`config.mk`:
```
export PLATFORM = sky130hd
export DESIGN_NAME = connection_slot_table
export DESIGN_NICKNAME = d
export VERILOG_FILES = /design/src/rtl/cst_pkg.sv /design/src/rtl/connection_slot_table.sv
export VERILOG_INCLUDE_DIRS = /design/src /design/src/rtl
export SDC_FILE = /design/constraint.sdc
export NUM_CORES = 2
export LEC_CHECK = 0
export CAP_MARGIN = 20
export CORE_MARGIN = 1
export CORE_UTILIZATION = 40
export CTS_BUF_LIST = sky130_fd_sc_hd__clkbuf_4
export CTS_CLUSTER_SIZE = 40
export DETAILED_ROUTE_END_ITERATION = 8
export DONT_BUFFER_PORTS = 1
export PLACE_DENSITY = 0.65
export SYNTH_ARGS = -nofsm -noshare
export SYNTH_HDL_FRONTEND = slang
export SYNTH_SLANG_ARGS = --single-unit
```
`constraint.sdc`:
```
create_clock -name i_clk -period 10 [get_ports i_clk]
set_input_delay 0.5 -clock i_clk [delete_from_list [all_inputs] [get_ports i_clk]]
set_output_delay 0.5 -clock i_clk [all_outputs]
set_load 0.01 [all_outputs]
```
`src/rtl/connection_slot_table_defines.svh`:
```
// Assertion macros for the connection slot table RTL.
`ifndef CONNECTION_SLOT_TABLE_DEFINES_SVH
`define CONNECTION_SLOT_TABLE_DEFINES_SVH

`ifndef SYNTHESIS

// Check a condition on every clock edge outside reset.
`define CST_ASSERT(lbl, prop, msg) \
    lbl: assert property (@(posedge i_clk) disable iff (!i_rst_n) (prop)) else $error(msg);

// Check that a consequence holds in the cycle after its trigger.
`define CST_ASSERT_NEXT(lbl, ante, cons, msg) \
    lbl: assert property (@(posedge i_clk) disable iff (!i_rst_n) (ante) |=> (cons)) \
        else $error(msg);

`else

`define CST_ASSERT(lbl, prop, msg)
`define CST_ASSERT_NEXT(lbl, ante, cons, msg)

`endif

`endif

```
`src/rtl/cst_pkg.sv`:
```
// Types and constants shared by the connection slot table.
`default_nettype none

package cst_pkg;

    // Table geometry
    localparam int SLOTS   = 64;
    localparam int IDX_W   = 6;
    localparam int CERT_W  = 32;
    localparam int DIST_W  = 32;
    localparam int MODE_W  = 2;

    // Operation codes
    localparam logic [MODE_W-1:0] MODE_ADD    = 2'd0;
    localparam logic [MODE_W-1:0] MODE_REMOVE = 2'd1;
    localparam logic [MODE_W-1:0] MODE_QUERY  = 2'd2;

    // Input word
    typedef struct packed {
        logic [MODE_W-1:0] mode;
        logic [IDX_W-1:0]  slot_index;
        logic [CERT_W-1:0] cert_in;
        logic [DIST_W-1:0] dist_handle_in;
    } t_cst_in;

    // Result word
    typedef struct packed {
        logic [IDX_W-1:0]  result_index;
        logic              ok;
        logic              active_out;
        logic [CERT_W-1:0] cert_out;
        logic [DIST_W-1:0] dist_handle_out;
    } t_cst_out;

endpackage

`default_nettype wire

```
`src/rtl/connection_slot_table.sv`:
```
// Connection slot table: next-fit allocator with per-slot cert and handle store.
//
// Input channel (i_in_valid / o_in_stall / i_in_word) carries add, remove and
// query words; the result channel (o_out_valid / i_out_stall / o_out_word)
// returns exactly one word per input word, in order. The config channel
// (i_cfg_valid / o_cfg_ready / i_cfg_wdata) writes the invalid cert and is
// always ready; write it only while the table is idle.
//
// The accept cycle reads the cert/handle memory and registers the free-slot
// masks with their per-group summaries; the execute state then finishes the
// two-level next-fit encode, updates the active bits, cursor and memory, and
// loads the result register, or parks the result if that register is stalled.
// No new word is accepted until the previous one has left the execute state,
// and none while a parked result waits for the output register.
//
// A result word sits in the output register until taken; the next input word
// is accepted meanwhile. If a second result is ready while the first is still
// stalled, it is parked and input stalls until the output register frees up.
// Synchronous reset clears all active bits, the cursor and the invalid cert;
// the memory is not cleared, since reads are gated by the active bits.
`default_nettype none

module connection_slot_table (
    input  wire              i_clk,
    input  wire              i_rst_n,
    input  wire              i_in_valid,
    output logic             o_in_stall,
    input  wire cst_pkg::t_cst_in i_in_word,
    output logic             o_out_valid,
    input  wire              i_out_stall,
    output cst_pkg::t_cst_out o_out_word,
    input  wire              i_cfg_valid,
    output logic             o_cfg_ready,
    input  wire [cst_pkg::CERT_W-1:0] i_cfg_wdata
);
    import cst_pkg::*;

    `include "connection_slot_table_defines.svh"

    localparam int GRP_SIZE  = 8;
    localparam int GRP_CNT   = (SLOTS + GRP_SIZE - 1) / GRP_SIZE;
    localparam int PAD_W     = GRP_CNT * GRP_SIZE;
    localparam int GRP_IDX_W = $clog2(GRP_CNT);
    localparam int BIT_W     = $clog2(GRP_SIZE);
    localparam int MEM_W     = CERT_W + DIST_W;

    typedef enum logic [1:0] {S_IDLE, S_EXEC, S_HOLD} t_state;

    t_state              r_state, n_state;
    t_cst_in             r_item;
    logic [PAD_W-1:0]    r_free_hi, r_free_all;
    logic [GRP_CNT-1:0]  r_grp_hi, r_grp_all;
    logic [MEM_W-1:0]    r_rd_data;
    logic [SLOTS-1:0]    r_active;
    logic [IDX_W-1:0]    r_cursor;
    logic [CERT_W-1:0]   r_invalid_cert;
    logic                r_out_valid, n_out_valid;
    t_cst_out            r_out_word, n_out_word;
    t_cst_out            r_res;
    logic [MEM_W-1:0]    mem_entries [SLOTS];

    logic                in_acc;
    logic                out_free;
    logic [PAD_W-1:0]    c_free_pad, c_free_hi, c_free_all;
    logic [GRP_CNT-1:0]  c_grp_hi, c_grp_all;
    logic                c_use_hi;
    logic [PAD_W-1:0]    c_vec;
    logic [GRP_CNT-1:0]  c_grps;
    logic                c_found;
    logic [GRP_IDX_W-1:0] c_grp;
    logic [GRP_SIZE-1:0] c_bits;
    logic [BIT_W-1:0]    c_bit;
    logic [IDX_W-1:0]    c_slot;
    logic                c_idx_valid;
    logic                c_hit;
    logic                c_exec;
    logic                c_add_hit;
    logic                c_add_miss;
    logic                c_rem_hit;
    t_cst_out            c_res;

    // Handshakes
    assign o_in_stall  = (r_state != S_IDLE);
    assign in_acc      = i_in_valid && !o_in_stall;
    assign out_free    = !r_out_valid || !i_out_stall;
    assign o_out_valid = r_out_valid;
    assign o_out_word  = r_out_word;
    assign o_cfg_ready = 1'b1;

    // Build free masks from the cursor, slot 0 excluded
    always_comb begin
        c_free_pad    = PAD_W'(~r_active);
        c_free_pad[0] = 1'b0;
        for (int i = 0; i < PAD_W; i++) begin
            c_free_all[i] = c_free_pad[i];
            c_free_hi[i]  = c_free_pad[i] && (IDX_W'(i) >= r_cursor);
        end
        for (int g = 0; g < GRP_CNT; g++) begin
            c_grp_hi[g]  = |c_free_hi[g*GRP_SIZE +: GRP_SIZE];
            c_grp_all[g] = |c_free_all[g*GRP_SIZE +: GRP_SIZE];
        end
    end

    // Finish the encode: lowest free group, then lowest free bit in it
    always_comb begin
        c_use_hi = |r_grp_hi;
        c_vec    = c_use_hi ? r_free_hi : r_free_all;
        c_grps   = c_use_hi ? r_grp_hi : r_grp_all;
        c_found  = |c_grps;
        c_grp    = '0;
        for (int g = GRP_CNT - 1; g >= 0; g--) begin
            if (c_grps[g]) begin
                c_grp = GRP_IDX_W'(g);
            end
        end
        c_bits = c_vec[c_grp*GRP_SIZE +: GRP_SIZE];
        c_bit  = '0;
        for (int b = GRP_SIZE - 1; b >= 0; b--) begin
            if (c_bits[b]) begin
                c_bit = BIT_W'(b);
            end
        end
        c_slot = IDX_W'({c_grp, c_bit});
    end

    // Decode the held word and form its result
    always_comb begin
        c_idx_valid = (r_item.slot_index != '0) && (32'(r_item.slot_index) < SLOTS);
        c_hit       = c_idx_valid && r_active[r_item.slot_index];
        c_exec      = (r_state == S_EXEC);
        c_add_hit   = c_exec && (r_item.mode == MODE_ADD) && c_found;
        c_add_miss  = c_exec && (r_item.mode == MODE_ADD) && !c_found;
        c_rem_hit   = c_exec && (r_item.mode == MODE_REMOVE) && c_idx_valid;
        c_res       = '0;
        unique case (r_item.mode)
            MODE_ADD: begin
                c_res.result_index = c_found ? c_slot : '0;
                c_res.ok           = c_found;
            end
            MODE_REMOVE: begin
                c_res.ok = c_idx_valid;
            end
            MODE_QUERY: begin
                c_res.ok              = 1'b1;
                c_res.active_out      = c_hit;
                c_res.cert_out        = c_hit ? r_rd_data[MEM_W-1 -: CERT_W] : r_invalid_cert;
                c_res.dist_handle_out = c_hit ? r_rd_data[DIST_W-1:0] : '0;
            end
            default: begin
                c_res = '0;
            end
        endcase
    end

    // Sequence the word and steer the result register
    always_comb begin
        n_state     = r_state;
        n_out_valid = r_out_valid && i_out_stall;
        n_out_word  = r_out_word;
        unique case (r_state)
            S_IDLE: begin
                if (in_acc) begin
                    n_state = S_EXEC;
                end
            end
            S_EXEC: begin
                if (out_free) begin
                    n_out_valid = 1'b1;
                    n_out_word  = c_res;
                    n_state     = S_IDLE;
                end else begin
                    n_out_valid = 1'b1;
                    n_state     = S_HOLD;
                end
            end
            S_HOLD: begin
                n_out_valid = 1'b1;
                if (out_free) begin
                    n_out_word = r_res;
                    n_state    = S_IDLE;
                end
            end
            default: begin
                n_state = S_IDLE;
            end
        endcase
    end

    // Hold state, table flags, cursor, config and result registers
    always_ff @(posedge i_clk) begin
        if (!i_rst_n) begin
            r_state        <= S_IDLE;
            r_out_valid    <= 1'b0;
            r_active       <= '0;
            r_cursor       <= '0;
            r_invalid_cert <= '0;
        end else begin
            r_state     <= n_state;
            r_out_valid <= n_out_valid;
            r_out_word  <= n_out_word;
            if (i_cfg_valid) begin
                r_invalid_cert <= i_cfg_wdata;
            end
            if (in_acc) begin
                r_item     <= i_in_word;
                r_free_hi  <= c_free_hi;
                r_free_all <= c_free_all;
                r_grp_hi   <= c_grp_hi;
                r_grp_all  <= c_grp_all;
            end
            if (c_exec) begin
                r_res <= c_res;
            end
            if (c_add_hit) begin
                r_active[c_slot] <= 1'b1;
                r_cursor         <= c_slot;
            end
            if (c_add_miss) begin
                r_cursor <= '0;
            end
            if (c_rem_hit) begin
                r_active[r_item.slot_index] <= 1'b0;
            end
        end
    end

    // Cert and handle memory: write on add, read on accept
    always_ff @(posedge i_clk) begin
        if (c_add_hit) begin
            mem_entries[c_slot] <= {r_item.cert_in, r_item.dist_handle_in};
        end
        if (in_acc) begin
            r_rd_data <= mem_entries[i_in_word.slot_index];
        end
    end

    `CST_ASSERT(a_slot0_never_active, !r_active[0], "reserved slot 0 marked active")
    `CST_ASSERT(a_add_slot_free, !c_add_hit || (c_slot != '0 && !r_active[c_slot]), "busy slot")
    `CST_ASSERT_NEXT(a_add_sets_active, c_add_hit, r_active[$past(c_slot)], "slot not active")
    `CST_ASSERT_NEXT(a_add_moves_cursor, c_add_hit, r_cursor == $past(c_slot), "cursor stuck")
    `CST_ASSERT_NEXT(a_full_parks_cursor, c_add_miss, r_cursor == '0, "cursor not parked")

endmodule

`default_nettype wire

```
==> impl_metrics.ini <==
[clock_tree]
cts_resized = 0
clock-sinks = 4622
clk_latency_ns = 1.73
post_cts_buffers = 0
clk_path_buf_depth = 5
cts_hold_buf = 332
cts_max_level = 7
path_clk_slew_ns = 0.07
numCtsBuffers = 1214
cts_root_buffer = clkbuf_4
cts_tree = built

[worst_hold_path]
worst_hold_path_type = in -> reg

[timing]
fin_crit_ns = 6.99
layout_setup_ws_ns = 3.01
finalSetupTns_ns = 0
tightest_slew_ns = 1.26
fmax_mhz = 143
max_slew_margin = 0.159
clock_skew_ns = 0.183
report.final.slew_viol_count = 0
rsz0062_at_grt = false
fin_hold_ws_ns = 0.200
period_share = 0.699
hold_viol_final = 0
setup_viol = 0

[floorplanning]
design.die.area_sq_um = 444000
row_count = 243
die_w_um = 667
die_h_um = 667
start_util = 0.402
ios = 184
fp.coreArea_sq_um = 439000

[job]
drv_cap = 0

[critical_path]
reg2reg_depth = 11
r2r_slack_ns = 3.01
cp_cell_sequence = or4_1 > nor2_4 > buf_4 > a211o_2 > mux2i_1 > nor2_1 > a211oi_4 > nand4_4 > nor2_4 > buf_4 > buf_4
crit_path_max_fanout = 60
crit_required_ns = 11.18
crit_start = r_grp_hi[4]
r2r-end = mem_entries[59][62]
max_stage_delay_ns = 0.75
crit_type = reg -> reg
endpoint_kind = register
worstPathArrival_ns = 8.17
crit_path_frequent_cell = buf_4
critPathSlowestCell = or4_1
endpoint = mem_entries[59][62]
r2r-start = r_grp_hi[4]
crit_path_start_kind = register

[yosys]
syn_area_sq_um = 177000
synth_edf_count = 4517
synth_seq_cells = 4622
synth-warning-count = 0
yosys.area_share.simple = 0.0155
synth_compound_area_frac = 0.0138
synth.yosys.seq_area_share = 0.780
synth_cell_types = 76
synth_top_family_by_area = multiplexers
synthCells = 7487
synth.area.mux_share = 0.181
synth_fp_nets = 7600
ys.flop_type = edfxtp_1
synth_xor_xnor_area_share = 0
postSynthAreaPerCell_sq_um = 23.6
yosys.area_share.adder = 0.000283
synthArstFlopShare = 0

[final_layout]
fin_cells = 15600
final_cell_mix = 4517 x edfxtp_1, 1682 x clkbuf_4, 1348 x mux4_2, 320 x dlygate4sd3_1, 263 x clkinv_1
final_common_cell = edfxtp_1
syn2layout_area_growth_pct = 15.1
finalNetCount = 8980
fin_util = 0.463
drive_gt1_frac = 0.364

[routing]
top_layer = met5
ant_nets = 0
wl_mm = 487
drc = 0
viasPerCell = 5.74
wl_met3_mm = 53.6
drt_pass1_iterations = 6
met1Wirelength_mm = 197
drt_iter0_markers = 11400
detail_route.wl_per_cell_um = 31.3
vias = 89400
wl_met2_mm = 228

[power]
p_per_area_nw_per_um2 = 192
p_leak_nw = 63.7
peakVddDrop_v = 0.000125

[global_routing]
overflow = 0
track_usage = 0.220
grt_pass1_vias = 91700
grt_max_degree = 245
grt_pass1_wl_mm = 684
antenna_found_initial = 53

[place]
dpl.cell_count = 13200
gp_congestion = 0.894
io_buffers = 0
post-dp-hpwl_mm = 265
pre_cts_slack_ns = 3.21

[status]
status = complete, no violations
==> report_power, final <==
| part | internal (mW) | leakage, nW | switching [mW] |
|---|---|---|---|
| Sequential | 21.3 | 41.1 | 0.0593 |
| Clock | 8.26 | 8.66 | 7.48 |
| Combinational | 0.771 | 13.9 | 1.16 |
==> flip-flops by register name, indices dropped and copies added, names as in the netlist <==
register / count
r_invalid_cert: 32
r_grp_all: 8
r_grp_hi: 8
r_res: 72
mem_entries: 4096
r_free_hi: 62
o_out_valid: 1
r_cursor: 6
o_out_word: 72
r_state: 2
r_free_all: 63
r_item: 72
r_rd_data: 64
r_active: 64
==> worst min-delay path by stage <==
stage	from	endpoint	cells past startpoint
floorplan	r_active[0]	r_active[0]	2
global placement	r_active[0]	r_active[0]	2
detailed placement	r_active[0]	r_active[0]	2
CTS	i_in_word[65]	r_item[65]	2
global route	i_in_word[66]	r_rd_data[8]	4
finish	i_in_word[66]	r_rd_data[8]	4
==> cells in the mapped netlist, drive strengths merged, types with 3 or more instances <==
cell	instances	area [sq um]
a22oi	11	82.6
mux2i	103	1030
nand4b	3	26.3
o22ai	18	138
nand2b	6	37.5
edfxtp	4517	136000
a21o	6	45.0
o21a	7	52.6
or3	8	55.1
o31ai	41	322
or4	13	101
o21ai	34	170
a221oi	10	87.6
a211oi	15	125
nor4	10	96.4
and3	17	106
nor3	33	165
nor2	172	653
dfxtp	105	2100
o221ai	42	368
nor3b	5	37.5
a211o	5	45.0
a21oi	111	574
nor2b	42	263
ha	4	50.1
or2	15	93.8
inv	74	278
nand3b	4	30.0
mux2	45	507
o31a	3	26.3
clkbuf	295	1110
o211ai	5	61.3
o221a	9	101
buf	102	449
a311oi	4	35.0
and2	42	265
nand3	27	140
a31oi	9	56.3
mux4	1348	30400
nand2	136	518
nand4	12	105
o2111ai	3	26.3
==> logic make-up (layout without fill, tap and decap cells) <==
family | Yosys count | count (layout)
mux | 1496 | 1496
fa+ha+maj | 4 | 4
buf+inv | 471 | 2661
simple gates | 549 | 549
flops | 4622 | 4622
other cells | 1 | 28
compound gates | 344 | 344
==> per-stage QoR <==
stage / instance area [sq um] / total power [mW]
6_report: 203000 / 39.0
5_1_grt: 203000 / 40.5
4_1_cts: 203000 / 39.4
3_5_place_dp: 185000 / 23.5
3_3_place_gp: 185000 / 23.4
2_1_floorplan: 177000 / 22.8
==> critical path, delay by kind of cell (launching register included) <==
kind / cells / cell delay (ns)
muxes: 1 / 0.61
DFF: 1 / 0.48
and+or+nand+nor: 5 / 2.08
AOI/OAI and AO/OA: 2 / 1.17
buffers and inverters: 3 / 1.99
==> routing by layer <==
layer	GRT usage	vias up
met5	0	-
met4	0.0646	6
met3	0.0623	632
met2	0.337	5290
met1	0.309	47800
li1	-	35700
==> area by class of cell <==
| type | count | area (sq um) |
|---|---|---|
| Antenna cell | 27 | 67.6 |
| Inverter | 74 | 288 |
| Timing Repair Buffer | 561 | 5750 |
| Clock buffer | 1682 | 12600 |
| Fill cell | 36400 | 236000 |
| Clock inverter | 344 | 1900 |
| Multi-Input combinational cell | 2394 | 37600 |
| Tap cell | 5880 | 7360 |
| Sequential cell | 4622 | 138000 |
Power figures use the tool's default switching activity.
